### src/rtl/agps_pkg.sv
// Shared types and constants for the aging green phase scheduler.
`timescale 1ns / 1ps

package agps_pkg;

	localparam int LANE_W  = 3;
	localparam int COUNT_W = 16;
	localparam int DUR_W   = 8;
	localparam int USE_W   = 4;
	localparam int CFG_W   = 16;
	localparam int SCORE_W = COUNT_W + 2;

	localparam logic [COUNT_W-1:0] COUNT_MAX = '1;

	localparam logic CMD_TICK    = 1'b0;
	localparam logic CMD_ARRIVAL = 1'b1;

	typedef enum logic [1:0] {
		CFG_GREEN_DURATION       = 2'd0,
		CFG_STARVATION_THRESHOLD = 2'd1,
		CFG_LANES_IN_USE         = 2'd2
	} cfg_index_t;

	typedef struct packed {
		logic              command;
		logic [LANE_W-1:0] lane;
	} in_t;

	typedef struct packed {
		logic               green_valid;
		logic [LANE_W-1:0]  green_lane;
		logic [DUR_W-1:0]   green_time_left;
		logic               switched;
		logic               by_starvation;
		logic [COUNT_W-1:0] green_queue;
	} out_t;

	// controller to datapath
	typedef struct packed {
		logic capture;
		logic scan;
		logic finish;
	} ctl_t;

	// datapath to controller
	typedef struct packed {
		logic scan_last;
		logic out_free;
	} stat_t;

endpackage

### src/rtl/agps_ctrl.sv
// Sequencing state machine for the scheduler: accept, lane scan, commit.
`timescale 1ns / 1ps

module agps_ctrl (
	input  logic           clk,
	input  logic           arst_n,
	input  logic           in_valid,
	input  logic           command,
	output logic           in_ready,
	input  agps_pkg::stat_t stat,
	output agps_pkg::ctl_t  ctl
);

	typedef enum logic [1:0] {
		ST_IDLE,
		ST_SCAN,
		ST_FINISH
	} state_t;

	state_t state_q;

	assign in_ready    = (state_q == ST_IDLE);
	assign ctl.capture = (state_q == ST_IDLE) && in_valid;
	assign ctl.scan    = (state_q == ST_SCAN);
	assign ctl.finish  = (state_q == ST_FINISH) && stat.out_free;

	always_ff @(posedge clk or negedge arst_n) begin
		if (!arst_n) begin
			state_q <= ST_IDLE;
		end else begin
			case (state_q)
				ST_IDLE: begin
					if (in_valid) begin
						state_q <= (command == agps_pkg::CMD_ARRIVAL) ? ST_FINISH : ST_SCAN;
					end
				end
				ST_SCAN: begin
					if (stat.scan_last) begin
						state_q <= ST_FINISH;
					end
				end
				ST_FINISH: begin
					if (stat.out_free) begin
						state_q <= ST_IDLE;
					end
				end
				default: begin
					state_q <= ST_IDLE;
				end
			endcase
		end
	end

endmodule

### src/rtl/agps_datapath.sv
// Lane counters, configuration registers, scoring unit and result register.
`timescale 1ns / 1ps

module agps_datapath #(
	parameter int LANES = 8
) (
	input  logic                              clk,
	input  logic                              arst_n,
	input  logic                              cfg_we,
	input  logic [1:0]                        cfg_index,
	input  logic [agps_pkg::CFG_W-1:0]        cfg_data,
	input  agps_pkg::in_t                     in_data,
	input  logic                              out_ready,
	output logic                              out_valid,
	output agps_pkg::out_t                    out_data,
	input  agps_pkg::ctl_t                    ctl,
	output agps_pkg::stat_t                   stat
);

	localparam int NL    = (LANES > 8) ? 8 : LANES;
	localparam int IDX_W = $clog2(NL);
	localparam int CW    = agps_pkg::COUNT_W;
	localparam int LW    = agps_pkg::LANE_W;
	localparam int DW    = agps_pkg::DUR_W;
	localparam int UW    = agps_pkg::USE_W;
	localparam int SW    = agps_pkg::SCORE_W;

	// configuration
	logic [DW-1:0] dur_q;
	logic [CW-1:0] thr_q;
	logic [UW-1:0] use_q;

	// per-lane state
	logic [CW-1:0] queue_q [NL];
	logic [CW-1:0] wait_q  [NL];
	logic [CW-1:0] worst_q [NL];

	// green phase
	logic          holds_q;
	logic [LW-1:0] gidx_q;
	logic [DW-1:0] timer_q;
	logic [CW-1:0] gq_q;

	// transaction and scan registers
	logic          cmd_q;
	logic [LW-1:0] lane_q;
	logic [IDX_W-1:0] idx_q;
	logic          found_q;
	logic [IDX_W-1:0] sel_q;
	logic [SW-1:0] best_q;
	logic [CW-1:0] cand_q;

	logic          out_valid_q;
	agps_pkg::out_t out_q;

	logic [UW-1:0]    n_eff;
	logic [IDX_W-1:0] rd_addr;
	logic [CW-1:0]    q_rd;
	logic [CW-1:0]    w_rd;
	logic             green_here;
	logic [CW-1:0]    wait_new;
	logic [SW-1:0]    score;
	logic             thr_hit;
	logic             is_tick;
	logic             take;
	logic             arr_ok;
	logic             arr_inc;
	logic [DW-1:0]    t_load;
	logic             holds_n;
	logic [LW-1:0]    gidx_n;
	logic [DW-1:0]    timer_n;
	logic [CW-1:0]    gq_n;

	always_comb begin
		if (use_q == '0) begin
			n_eff = UW'(1);
		end else if (use_q > UW'(NL)) begin
			n_eff = UW'(NL);
		end else begin
			n_eff = use_q;
		end
	end

	assign rd_addr    = ctl.scan ? idx_q : lane_q[IDX_W-1:0];
	assign q_rd       = queue_q[rd_addr];
	assign w_rd       = wait_q[idx_q];
	assign green_here = holds_q && (gidx_q == LW'(idx_q));
	assign wait_new   = green_here ? '0 :
	                    ((w_rd == agps_pkg::COUNT_MAX) ? w_rd : w_rd + CW'(1));
	assign score      = (SW'(q_rd) << 1) + SW'(wait_new);
	assign thr_hit    = (wait_new >= thr_q);

	assign stat.scan_last = (UW'(idx_q) == n_eff - UW'(1));
	assign stat.out_free  = !out_valid_q || out_ready;

	// commit of a finished transaction
	assign is_tick = (cmd_q == agps_pkg::CMD_TICK);
	assign take    = is_tick && !(holds_q && (timer_q != '0));
	assign arr_ok  = !is_tick && ({1'b0, lane_q} < n_eff);
	assign arr_inc = arr_ok && (q_rd != agps_pkg::COUNT_MAX);
	assign t_load  = take ? dur_q : timer_q;

	always_comb begin
		holds_n = take ? 1'b1 : holds_q;
		gidx_n  = take ? LW'(sel_q) : gidx_q;
		if (!is_tick) begin
			timer_n = timer_q;
		end else if (t_load != '0) begin
			timer_n = t_load - DW'(1);
		end else begin
			timer_n = '0;
		end
		if (take) begin
			gq_n = cand_q;
		end else if (arr_inc && holds_q && (gidx_q == lane_q)) begin
			gq_n = q_rd + CW'(1);
		end else begin
			gq_n = gq_q;
		end
	end

	always_ff @(posedge clk or negedge arst_n) begin
		if (!arst_n) begin
			dur_q <= DW'(5);
			thr_q <= CW'(15);
			use_q <= UW'(5);
		end else if (cfg_we) begin
			case (cfg_index)
				agps_pkg::CFG_GREEN_DURATION:       dur_q <= cfg_data[DW-1:0];
				agps_pkg::CFG_STARVATION_THRESHOLD: thr_q <= cfg_data[CW-1:0];
				agps_pkg::CFG_LANES_IN_USE:         use_q <= cfg_data[UW-1:0];
				default: ;
			endcase
		end
	end

	always_ff @(posedge clk or negedge arst_n) begin
		if (!arst_n) begin
			for (int i = 0; i < NL; i++) begin
				queue_q[i] <= '0;
				wait_q[i]  <= '0;
				worst_q[i] <= '0;
			end
		end else begin
			if (ctl.scan) begin
				wait_q[idx_q] <= wait_new;
				if (!green_here && (wait_new > worst_q[idx_q])) begin
					worst_q[idx_q] <= wait_new;
				end
			end
			if (ctl.finish && take) begin
				wait_q[sel_q] <= '0;
			end
			if (ctl.finish && arr_inc) begin
				queue_q[lane_q[IDX_W-1:0]] <= q_rd + CW'(1);
			end
		end
	end

	always_ff @(posedge clk or negedge arst_n) begin
		if (!arst_n) begin
			holds_q <= 1'b0;
			gidx_q  <= '0;
			timer_q <= '0;
			gq_q    <= '0;
		end else if (ctl.finish) begin
			holds_q <= holds_n;
			gidx_q  <= gidx_n;
			timer_q <= timer_n;
			gq_q    <= gq_n;
		end
	end

	always_ff @(posedge clk) begin
		if (ctl.capture) begin
			cmd_q   <= in_data.command;
			lane_q  <= in_data.lane;
			idx_q   <= '0;
			found_q <= 1'b0;
		end else if (ctl.scan) begin
			idx_q <= idx_q + IDX_W'(1);
			if (!found_q) begin
				if (thr_hit) begin
					found_q <= 1'b1;
					sel_q   <= idx_q;
					cand_q  <= q_rd;
				end else if ((idx_q == '0) || (score > best_q)) begin
					best_q <= score;
					sel_q  <= idx_q;
					cand_q <= q_rd;
				end
			end
		end
	end

	always_ff @(posedge clk or negedge arst_n) begin
		if (!arst_n) begin
			out_valid_q <= 1'b0;
		end else if (ctl.finish) begin
			out_valid_q <= 1'b1;
		end else if (out_ready) begin
			out_valid_q <= 1'b0;
		end
	end

	always_ff @(posedge clk) begin
		if (ctl.finish) begin
			out_q.green_valid     <= holds_n;
			out_q.green_lane      <= holds_n ? gidx_n : '0;
			out_q.green_time_left <= timer_n;
			out_q.switched        <= take;
			out_q.by_starvation   <= take && found_q;
			out_q.green_queue     <= holds_n ? gq_n : '0;
		end
	end

	assign out_valid = out_valid_q;
	assign out_data  = out_q;

`ifndef SYNTHESIS
	a_timer_needs_green: assert property (@(posedge clk) disable iff (!arst_n)
		!holds_q |-> (timer_q == '0))
		else $error("green timer running without a green lane");

	a_green_in_range: assert property (@(posedge clk) disable iff (!arst_n)
		holds_q |-> ({1'b0, gidx_q} < (LW+1)'(NL)))
		else $error("green lane index beyond lane storage");

	a_green_queue_track: assert property (@(posedge clk) disable iff (!arst_n)
		holds_q |-> (gq_q == queue_q[gidx_q[IDX_W-1:0]]))
		else $error("green queue copy out of step with lane queue");

	a_starve_implies_switch: assert property (@(posedge clk) disable iff (!arst_n)
		(out_valid_q && out_q.by_starvation) |-> out_q.switched)
		else $error("starvation flag without a switch");
`endif

endmodule

### src/rtl/aging_green_phase_scheduler.sv
// Top level of the aging green phase scheduler.
`timescale 1ns / 1ps

// Usage:
//   Configuration: cfg_we writes cfg_data into register cfg_index (0 green
//   duration, 1 starvation threshold, 2 lanes in use); write only while idle.
//   Input channel in_valid/in_ready carries one transaction: a tick or an
//   arrival at a lane. Output channel out_valid/out_ready returns one result
//   transaction per input with the green lane, its timer and queue, and the
//   switch flags.
//   An arrival goes from acceptance straight to the commit step; a tick first
//   scans the n lanes in use (1..8), one lane per cycle through a single
//   scoring unit, and then commits. The commit step loads the output register.
//   One transaction is in flight at a time: a new input is taken only once
//   the previous one has committed its result.
//   The result sits in an output register: a new input is accepted while it
//   waits; if the receiver stalls, the next result waits in its final step
//   and no further input is taken.
//   Reset clears all queues, waits and the green phase, and loads the
//   register defaults (duration 5, threshold 15, five lanes).
module aging_green_phase_scheduler #(
	parameter int LANES = 8
) (
	input  logic                       clk,
	input  logic                       arst_n,
	input  logic                       cfg_we,
	input  logic [1:0]                 cfg_index,
	input  logic [agps_pkg::CFG_W-1:0] cfg_data,
	input  logic                       in_valid,
	output logic                       in_ready,
	input  agps_pkg::in_t              in_data,
	output logic                       out_valid,
	input  logic                       out_ready,
	output agps_pkg::out_t             out_data
);

	agps_pkg::ctl_t  ctl;
	agps_pkg::stat_t stat;

	agps_ctrl u_ctrl (
		.clk      (clk),
		.arst_n   (arst_n),
		.in_valid (in_valid),
		.command  (in_data.command),
		.in_ready (in_ready),
		.stat     (stat),
		.ctl      (ctl)
	);

	agps_datapath #(
		.LANES (LANES)
	) u_datapath (
		.clk       (clk),
		.arst_n    (arst_n),
		.cfg_we    (cfg_we),
		.cfg_index (cfg_index),
		.cfg_data  (cfg_data),
		.in_data   (in_data),
		.out_ready (out_ready),
		.out_valid (out_valid),
		.out_data  (out_data),
		.ctl       (ctl),
		.stat      (stat)
	);

endmodule

### config.mk
export PLATFORM = sky130hd
export DESIGN_NAME = aging_green_phase_scheduler
export DESIGN_NICKNAME = d
export VERILOG_FILES = /design/src/rtl/agps_pkg.sv /design/src/rtl/agps_ctrl.sv /design/src/rtl/agps_datapath.sv /design/src/rtl/aging_green_phase_scheduler.sv
export SDC_FILE = /design/constraint.sdc
export NUM_CORES = 1
export LEC_CHECK = 0
export BUFFER_PORTS_ARGS = -buffer_cell sky130_fd_sc_hd__buf_4
export CORE_ASPECT_RATIO = 0.75
export CORE_UTILIZATION = 45
export DETAILED_ROUTE_END_ITERATION = 10
export GPL_TIMING_DRIVEN = 1
export PLACE_DENSITY = 0.65
export SYNTH_ARGS = -nofsm -noshare
export SYNTH_HDL_FRONTEND = slang
export SYNTH_SLANG_ARGS = --single-unit
### constraint.sdc
create_clock -name clk -period 8.97 [get_ports clk]
set_clock_uncertainty 0.1 [all_clocks]
set_input_delay 0.4485 -clock clk [delete_from_list [all_inputs] [get_ports clk]]
set_output_delay 0.4485 -clock clk [all_outputs]
set_load 0.005 [all_outputs]
==> results of run 1 <==
## through the flow
step                hold slack, ps  cells
CTS                           20.3   2633
floorplan                     52.9   1962
global route                  24.5   2633
finish                        36.1   2633
detailed placement             374   2557
global placement               362   2557
## flip-flops by register name, summed over array words and instances, names as in the netlist, 4 cells and up
| register | flops |
|---|---|
| u_datapath.best_q | 18 |
| u_datapath.cand_q | 16 |
| u_datapath.dur_q | 8 |
| u_datapath.gq_q | 16 |
| u_datapath.out_data | 30 |
| u_datapath.queue_q | 128 |
| u_datapath.thr_q | 16 |
| u_datapath.timer_q | 8 |
| u_datapath.use_q | 4 |
| u_datapath.wait_q | 128 |
## cell families (layout without fill, tap and decap cells)
group | Yosys count | count (layout)
compound gates | 374 | 374
xor+xnor | 50 | 50
fa+ha+maj | 54 | 54
buf+inv | 175 | 260
flops | 390 | 390
mux | 283 | 283
simple gates | 636 | 636
## metal layers
metal,share of wire [%],up-vias,track usage [%]
met5,0,-,0
li1,-,7037,-
met1,46,7778,37.3
met2,42,668,35.5
met3,9.6,77,7.13
met4,2.0,0,6.13
## path summary, 6_finish.rpt
check	cells after the start	endpoint	from	slack [ps]
worst min register to register	1	u_datapath.queue_q[119]	u_datapath.queue_q[119]	390
worst min-delay path	2	u_datapath.thr_q[9]	cfg_data[9]	40
worst max-delay path	27	u_datapath.sel_q[2]	u_datapath.idx_q[1]	1250
max in group asynchronous	3	u_datapath.wait_q[20]	arst_n	6920
worst max register to register	27	u_datapath.sel_q[2]	u_datapath.idx_q[1]	1250
min in group asynchronous	2	u_datapath.queue_q[11]	arst_n	370
## what timing repair did
action	4_1_cts	5_1_grt
hold endpoints to repair	84	0
setup endpoints to repair	0	0
hold buffers	5	0
setup buffers	0	0
## cell usage after synthesis, types with 10 or more instances
| cell type | number | share of area, % |
|---|---|---|
| clkbuf_1 | 51 | 0.93 |
| nor2b_1 | 15 | 0.45 |
| mux2i_1 | 82 | 4.0 |
| buf_2 | 18 | 0.44 |
| mux2_2 | 158 | 8.6 |
| a21oi_1 | 181 | 4.4 |
| o21ai_0 | 54 | 1.3 |
| a21o_1 | 14 | 0.51 |
| ha_1 | 51 | 3.1 |
| inv_1 | 70 | 1.3 |
| dfrtp_1 | 307 | 37 |
| nand2b_1 | 20 | 0.60 |
| nor2_1 | 110 | 2.0 |
| buf_6 | 15 | 0.82 |
| edfxtp_1 | 71 | 10 |
| and2_1 | 11 | 0.33 |
| a31oi_1 | 11 | 0.33 |
| nor3_1 | 26 | 0.63 |
| buf_4 | 12 | 0.44 |
| nand3_1 | 22 | 0.53 |
| nand4_1 | 10 | 0.30 |
| xor2_1 | 14 | 0.59 |
| o22ai_1 | 15 | 0.45 |
| and3_1 | 15 | 0.45 |
| o211ai_1 | 20 | 0.73 |
| mux4_2 | 23 | 2.5 |
| nand2_1 | 365 | 6.6 |
| xnor2_1 | 35 | 1.5 |
## power groups by stage
stage	sequential [mW]	combinational, mW	clock (mW)
6_report	2.79	3.07	1.76
5_1_grt	2.85	3.34	1.86
4_1_cts	2.78	3.03	1.79
3_5_place_dp	2.81	3.02	0
3_3_place_gp	2.79	2.95	0
2_1_floorplan	2.65	2.12	0
## cell type report
type	count	area [µm²]	share of cell area (%)
clock buffer	60	1220	5.27
clock inverter	11	151	0.654
inverter	74	278	1.20
multi-input combinational	1397	9760	42.1
sequential	390	10100	43.6
tap	586	733	3.17
timing repair buffer	115	908	3.92
==> results.md, run 1 <==
- Main synth FF type: dfrtp_1
- Vias: 15560
- DIE AREA: between 40000 and 50000 µm²
- Final Hold Viols: 0
- Final clock period utilization by the worst path: about 86%
- Initial antenna violation count: 0
- Buffer depth of the longest clock path: 3
- Hold Path Class: in -> reg
- Warnings, synthesis: 0
- Slew HR: less than 1%
- Internal: 4.64 mW
- FF+latch count, synth: a little under 400
- Most common cell after layout, fill and taps aside: nand2_1
- Final setup margin: ~1300 ps
- Crit path buf inv count: 1
- All-Layer GR Usage: 25.0%
- XOR/XNOR share of the synthesized area: ~2.2%
- Switching power: 2.99 mW
- CTS buffer count: between 40 and 50
- Max IR drop VDD: about 0.00017 V
- Clock latency on the worst-skew pair: 560 ps
- Routed WL: 58.0 mm
- Initial detailed-routing violation count: approximately 1400
- Final Wtd Congestion: roughly 0.92
- Async SR Flop Fraction: 80.8%
- Total power: 7.63 mW
- Largest family of logic cells by synthesized area: multiplexers
- Layout cells sized above 1: just over 20%
- CTS resizes: 0
- CP max stage delay: 970 ps
- Synthesized area: approximately 21000 µm²
- Power density cells: between 300 and 400 nW/µm²
- Comb power frac: between 40% and 50%
- Core ar.: roughly 45000 µm²
- Grt ovf: 0
- Initial cell density of the core: a little under half
- Leak: between 10 and 15 nW
- Most frequent cells in the layout: nand2_1, dfrtp_1, a21oi_1, mux2_2, nor2_1
- Root Driver: clkbuf_16
- Synthesized instance count: approximately 2000
- Sink Count: just under 400
- Fill count: roughly 3900
- Minimum clock period: 7720 ps
- Worst Setup End Kind: flop
- CP Max Fanout: 34
- Wire length per cell: 22.0 µm
- CP Data Required Time: just over 9000 ps
- Status: finished with violations
- Clock share of power: 23.1%
- Final Core Density: 51.4%
- Failing checks: max-capacitance violations
- Max Cap Viol: 1
- Post-synthesis adder-cell area fraction: under 10%
- Area fraction in compound gates after synthesis: 11.2%
- CP delay by family, top: compound AO/OA/AOI/OAI gates
- Largest net degree at the start of global routing: 167
- Drt pass-1 iters: 5
- Vias in the first global route: between 15000 and 20000
- CP most frequent cell: a21o_1
- Max Clock Freq: ~130 MHz
- CTS tree: yes
- Unrepaired setup endpoints after global routing: no
- ANT nets after route: 0
- Sequential Power Share: 36.6%
- Dpl hpwl: 39.7 mm
- Synth Area per Inst: between 10 and 15 µm²
- Antenna cell count: 0
- Slowest CP cell: dfxtp_2
- Die Height: 188 µm
- Post-synthesis sequential area ratio: 48.9%
- Worst-path clk slew: ~60 ps
- Htree depth: 2
- Slew Viols, Final: 0
- IO Pins: around 60
- Final Cell Area: 23200 µm²
- Worst-Margin Slew: around 1500 ps
- Placed Area: about 22000 µm²
- Setup violators final: 0
- Vias per cell: between 5 and 6
- Input/output buffers: 58
- Post-synthesis simple-gate area fraction: between 10% and 20%
- Net Count, Synth: 2041
- DRC errors left: 0
- Pre-CTS setup slack: 1380 ps
- # nets final: roughly 2100
- Mux cell area share after synthesis: ~16%
- Arr. time, crit path: between 7000 and 8000 ps
- Post-synth EDFFs: between 70 and 80
- Die X: around 250 µm
- Setup_tns: 0 ps
- First-pass GRT wire length: ~91 mm
- Site row count: 67
- Crit path launch type: flop
- Sw frac: 39.2%
- Count of cell types in the netlist: 99
- Crit path kind: reg -> reg
- P&R area growth vs syn: 12.0%
Power figures use the tool's default switching activity.
==> run 2: changes to the inputs <==
--- a/config.mk
+++ b/config.mk
@@ -13,4 +13,5 @@
 export PLACE_DENSITY = 0.65
 export SYNTH_ARGS = -nofsm -noshare
 export SYNTH_HDL_FRONTEND = slang
+export SYNTH_HIERARCHICAL = 1
 export SYNTH_SLANG_ARGS = --single-unit
==> results.md, run 2 <==
- Status: finished, final reports clean
- Leading area contributor after synthesis: dfrtp_1
- # nets final: 2186 (+4.2%)
- Site row count: 68 (+1.5%)
- Max IR drop VDD: 0.000183 V (+9.7%)
- Post-synthesis simple-gate area fraction: 13.6% (-0.35 points)
- Post-synth EDFFs: 71 (unchanged)
- Crit path buf inv count: 4 (+3)
- Synth top cells by count: nand2_1, dfrtp_1, a21oi_1, mux2_2, o21ai_0
- Max Cap Viol: 0 (-1)
- Count of cell types in the netlist: 99 (unchanged)
- CP delay by family, top: compound AO/OA/AOI/OAI gates
- Slew HR: 13.7% (+13 points)
- Post-synthesis adder-cell area fraction: 3.34% (+0.058 points)
- Layout cells sized above 1: 18.3% (-2.4 points)
- Synth Area per Inst: 10.3 µm² (-2.6%)
- XOR/XNOR share of the synthesized area: 2.37% (+0.21 points)
- Vias per cell: 5.98 (+1.2%)
- Most common cell after layout, fill and taps aside: nand2_1
- Synthesized area: 21400 µm² (+3.5%)
- Hold Path Class: in -> reg
- Slowest CP cell: a31oi_2
- Synthesized instance count: 2086 (+6.3%)
- CTS buffer count: 39 (-4.9%)
- Yosys top cell area share: 35.9% (-1.3 points)
- Wire length per cell: 22.6 µm (+2.4%)
- CP max stage delay: 940 ps (-30 ps)
- Largest family of logic cells by synthesized area: compound AO/OA/AOI/OAI gates
- Die X: 254 µm (+1.7%)
- Most frequent cells in the layout: nand2_1, dfrtp_1, a21oi_1, mux2_2, o21ai_0
- Crit path launch type: flop
- Setup violators final: 0 (unchanged)
- ANT nets after route: 0 (unchanged)
- Dpl hpwl: 40.9 mm (+3.1%)
- Net Count, Synth: 2167 (+6.2%)
- IO Pins: 59 (unchanged)
- Input/output buffers: 58 (unchanged)
- Grt ovf: 0 (unchanged)
- Slew Viols, Final: 0 (unchanged)
- CTS tree: yes
- Async SR Flop Fraction: 80.8% (unchanged)
- DRC errors left: 0 (unchanged)
- Worst-path clk slew: 60 ps (about the same)
- FF+latch count, synth: 390 (unchanged)
- Vias: 16506 (+6.1%)
- Initial detailed-routing violation count: 1612 (+14%)
- Vias in the first global route: 15679 (+3.4%)
- CP Max Fanout: 38 (+12%)
- CP Data Required Time: 9030 ps (-110 ps)
- Worst-Margin Slew: 1290 ps (-201 ps)
- P&R area growth vs syn: 9.77%
- Routed WL: 62.3 mm (+7.3%)
- First-pass GRT wire length: 95.5 mm (+4.8%)
- Initial antenna violation count: 1 (+1)
- Core ar.: 46500 µm² (+3.2%)
- Sink Count: 390 (unchanged)
- Initial cell density of the core: 46.1% (+0.15 points)
- Buffer depth of the longest clock path: 3 (unchanged)
- Largest net degree at the start of global routing: 116 (-31%)
- Synth area leaders: dfrtp_1, edfxtp_1, mux2_2
- Area fraction in compound gates after synthesis: 14.9% (+3.7 points)
- Setup_tns: 0 ps (unchanged)
- Die Height: 191 µm (+1.7%)
- Post-CTS Setup Repair Bufs: 0 (unchanged)
- Final Hold Viols: 0 (unchanged)
- Arr. time, crit path: 8110 ps (+220 ps)
- Power density cells: 364 nW/µm² (+10%)
- Mux cell area share after synthesis: 13.5% (-2.9 points)
- Htree depth: 2 (unchanged)
- Post-synthesis sequential area ratio: 47.2% (-1.7 points)
- DIE AREA: 48500 µm² (+3.5%)
- Final Core Density: 50.6% (-0.85 points)
- Warnings, synthesis: 6 (+6)
- Leak: 10.2 nW (+0.16%)
- Drt pass-1 iters: 6 (+1)
- Root Driver: clkbuf_16
- Crit path kind: reg -> reg
- Antenna cell count: 0 (unchanged)
- Clock latency on the worst-skew pair: 550 ps (about the same)
- All-Layer GR Usage: 25.9% (+0.88 points)
- Final clock period utilization by the worst path: 89.8% (+3.7 points)
- Worst Setup End Kind: flop
- Unrepaired setup endpoints after global routing: no
- Final Wtd Congestion: 0.922 (-0.19%)
- Max Clock Freq: 124 MHz (-4.2%)
- Main synth FF type: dfrtp_1
- Count leader, synth: nand2_1
- Minimum clock period: 8050 ps (+336 ps)
## run 2: cell count changes in the layout (fill, tap and decap cells not counted), moves of 10 or more
cell | previous run | this run
nor2_1 | 108 | 90
a21oi_1 | 180 | 223
o21ai_0 | 54 | 104
a2bb2oi_1 | 1 | 16
nand2_1 | 365 | 321
and3_1 | 15 | 5
a211oi_1 | 2 | 28
mux2i_1 | 82 | 71
## run 2: what timing repair did
item | in CTS | in global routing
hold buffers | 5 | 0
gates resized for setup | 0 | 0
hold endpoints to repair | 116 | 0
## run 2: path summary, 6_finish.rpt
| kind | start | endpoint | slack [ps] | cells past startpoint |
|---|---|---|---|---|
| min in group asynchronous | arst_n | u_datapath/queue_q[47] | 470 | 2 |
| max in group asynchronous | arst_n | u_datapath/wait_q[73] | 6750 | 3 |
| hold reg to reg | u_datapath/queue_q[32] | u_datapath/queue_q[32] | 380 | 2 |
| setup / recovery | u_datapath/idx_q[1] | u_datapath/cand_q[9] | 920 | 29 |
| setup reg to reg | u_datapath/idx_q[1] | u_datapath/cand_q[9] | 920 | 29 |
| hold / removal | cfg_data[10] | u_datapath/thr_q[10] | 40 | 2 |
## run 2: cell type report
| cell class | count | area (µm²) |
|---|---|---|
| clock buffer | 55 | 1100 |
| inverter | 82 | 308 |
| timing repair buffer | 106 | 816 |
| multi-input combinational | 1486 | 10300 |
| sequential | 390 | 10100 |
| tap | 630 | 788 |
| fill | 4243 | 22900 |
| clock inverter | 11 | 63.8 |
## run 2: metal layers
layer	vias up	share of wire [%]	GRT usage [%]
met5	-	0	0
met3	101	8.3	5.71
li1	7502	-	-
met4	0	2.2	6.37
met2	631	44	38.8
met1	8272	45	37.8
## run 2: per-stage QoR
step	setup slack (ps)	hold slack (ps)	total power [mW]	instance area, µm²	std cells
2_1_floorplan	1870	52.9	5.62	21400	2086
3_3_place_gp	1330	361	6.81	22300	2689
3_5_place_dp	1030	370	6.93	22300	2689
4_1_cts	1010	24.2	8.51	23500	2760
5_1_grt	410	27.2	9.06	23500	2760
6_report	917	40.4	8.55	23500	2760
## run 2: logic make-up after synthesis
group	count (synthesis)
simple gates	608
compound gates	521
flops	390
mux	243
buf+inv	210
xor+xnor	57
fa+ha+maj	57
## run 2: power by group
| group | internal [mW] | switching [mW] |
|---|---|---|
| Combinational | 1.56 | 2.49 |
| Clock | 0.856 | 0.694 |
| Sequential | 2.52 | 0.432 |
| Total | 4.94 | 3.61 |
==> run 3: changes to the inputs <==
==> constraint.sdc (replaced) <==
create_clock -name clk -period 9.95 [get_ports clk]
set_clock_uncertainty 0.1 [all_clocks]
set_input_delay 0.4975 -clock clk [delete_from_list [all_inputs] [get_ports clk]]
set_output_delay 0.4975 -clock clk [all_outputs]
set_load 0.005 [all_outputs]
==> results.md, run 3 (synthesis results as in run 2) <==
- Status: finished, final reports clean
- Sw frac: 41.7% (-0.58 points)
- Max IR drop VDD: 0.000152 V (-17%)
- Reg2reg setup slack: 1110 ps (+200 ps)
- IO Pins: 59 (unchanged)
- Max Clock Freq: 113 MHz (-8.8%)
- Routed WL: 62.1 mm (-0.26%)
- Buffer depth of the longest clock path: 3 (unchanged)
- Slew HR: 15.7% (+2.0 points)
- Cells on worst reg2reg path: 28 (-3.4%)
- ANT nets after route: 0 (unchanged)
- Worst Setup End Kind: flop
- Dpl hpwl: 40.1 mm (-2.1%)
- Power density cells: 330 nW/µm² (-9.4%)
- Unrepaired setup endpoints after global routing: no
- R2R Path End: u_datapath/cand_q[11]
- Crit path kind: reg -> reg
- Crit path launch type: flop
- RR Startpoint: u_datapath/idx_q[1]
- CTS tree: yes
- Slowest CP cell: dfxtp_4
- # nets final: 2175 (-0.50%)
- Post-CTS Setup Repair Bufs: 0 (unchanged)
- Vias in the first global route: 16190 (+3.3%)
- Slew Viols, Final: 0 (unchanged)
- DIE AREA: 48500 µm² (unchanged)
- Comb power frac: 46.4% (-0.9 points)
- Wire length per cell: 22.6 µm (about the same)
- CTS buffer count: 40 (+2.6%)
- CP Data Required Time: 9960 ps (+930 ps)
- Final clock period utilization by the worst path: 88.8% (-0.99 points)
- Hold Path Class: in -> reg
- DRC errors left: 0 (unchanged)
- All-Layer GR Usage: 25.9% (about the same)
- Final Hold Viols: 0 (unchanged)
- Initial cell density of the core: 46.1% (unchanged)
- Site row count: 68 (unchanged)
- Setup violators final: 0 (unchanged)
- Fill count: 4168 (-1.8%)
- Hold depth: 1 (-1)
- Vias per cell: 6.02 (+0.67%)
- Grt ovf: 0 (unchanged)
- Drt pass-1 iters: 8 (+2)
- Antenna cell count: 0 (unchanged)
- Leak: 10.2 nW (about the same)
- Die Height: 191 µm (unchanged)
- First-pass GRT wire length: 95.8 mm (+0.37%)
- Clock latency on the worst-skew pair: 540 ps (about the same)
- Total power: 7.76 mW (-9.3%)
- Reg area: 10100 µm² (unchanged)
- Most frequent cells in the layout: nand2_1, dfrtp_1, a21oi_1, mux2_2, o21ai_0
- Switching power: 3.23 mW (-11%)
- Sequential Power Share: 34.2% (-0.4 points)
- Multi-input combinational cell area: 10300 µm² (-0.12%)
- CP max stage delay: 900 ps (-40 ps)
- CP Max Fanout: 60 (+58%)
- Vias: 16575 (+0.42%)
- Die X: 254 µm (unchanged)
- Worst-path clk slew: 60 ps (about the same)
- Arr. time, crit path: 8840 ps (+730 ps)
- Internal: 4.53 mW (-8.4%)
- Clock share of power: 19.4% (+1.3 points)
- Root Driver: clkbuf_16
- Hold endpoint: u_datapath/lane_q[0]
- Most common cell after layout, fill and taps aside: nand2_1
- Sink Count: 390 (unchanged)
- Initial detailed-routing violation count: 1586 (-1.6%)
- Minimum clock period: 8840 ps (+782 ps)
- Initial antenna violation count: 1 (unchanged)
- Worst-Margin Slew: 1260 ps (-29.4 ps)
- Final Wtd Congestion: 0.934 (+1.3%)
- P&R area growth vs syn: 9.87% (about the same)
- Layout cells sized above 1: 18.2% (-0.081 points)
- Largest net degree at the start of global routing: 114 (-1.7%)
- Core ar.: 46500 µm² (unchanged)
- Max Cap Viol: 0 (unchanged)
- Input/output buffers: 58 (unchanged)
- HP Start: in_data[0]
- Setup_tns: 0 ps (unchanged)
- Htree depth: 2 (unchanged)
[run 3: worst max-delay path by stage]
stage	end	start	slack (ps)	depth (start not counted)
2_1_floorplan	u_datapath/cand_q[0]	u_datapath/idx_q[1]	2850	32
3_3_place_gp	u_datapath/best_q[4]	u_datapath/idx_q[1]	1480	28
3_5_place_dp	u_datapath/best_q[3]	u_datapath/idx_q[1]	1290	28
4_1_cts	u_datapath/best_q[4]	u_datapath/idx_q[1]	1280	28
5_1_grt	u_datapath/cand_q[11]	u_datapath/idx_q[1]	380	28
6_report	u_datapath/cand_q[11]	u_datapath/idx_q[1]	1110	28
[run 3: area by class of cell]
class,count,share of cell area (%)
Clock buffer,61,5.20
Clock inverter,10,0.319
Inverter,82,1.31
Multi-Input combinational cell,1486,43.8
Sequential cell,390,43.0
Tap cell,630,3.35
Timing Repair Buffer,94,3.04
[run 3: stage by stage]
stage / utilization (%) / std cells / hold slack, ps / instance area, µm² / worst slack, ps
CTS: 50.6 / 2753 / 17.1 / 23500 / 1280
global placement: 47.8 / 2681 / 361 / 22200 / 1480
floorplan: - / 2086 / 102 / 21400 / 2850
detailed placement: 47.8 / 2681 / 372 / 22200 / 1290
global route: 50.6 / 2753 / 18.3 / 23500 / 382
finish: 50.6 / 2753 / 31.4 / 23500 / 1110
[run 3: layer usage]
metal / GRT usage (%) / wire (µm)
met1: 37.5 / 28300
met2: 39.1 / 27400
met3: 5.04 / 4940
met4: 7.67 / 1510
met5: 0 / 0
[run 3: critical path: cells and delay by family (launching register included)]
family | cells | cell delay, ps
xor gates and xnor gates | 1 | 140
adders and majority gates | 5 | 1750
buffers and inverters | 3 | 730
AOI/OAI and AO/OA | 11 | 2270
DFF | 1 | 900
and+or+nand+nor | 8 | 2480
[run 3: timing repair]
item,4_1_cts,5_1_grt
gates resized for setup,0,0
hold buffers,1,0
endpoints found under the hold margin,75,0
[run 3: power by group through the flow]
stage	Combinational (mW)	Clock, mW	Sequential (mW)
after floorplan	2.57	0	2.50
after global placement	3.45	0	2.65
after detailed placement	3.53	0	2.67
after CTS	3.55	1.53	2.64
after global routing	3.93	1.60	2.71
final	3.60	1.50	2.65
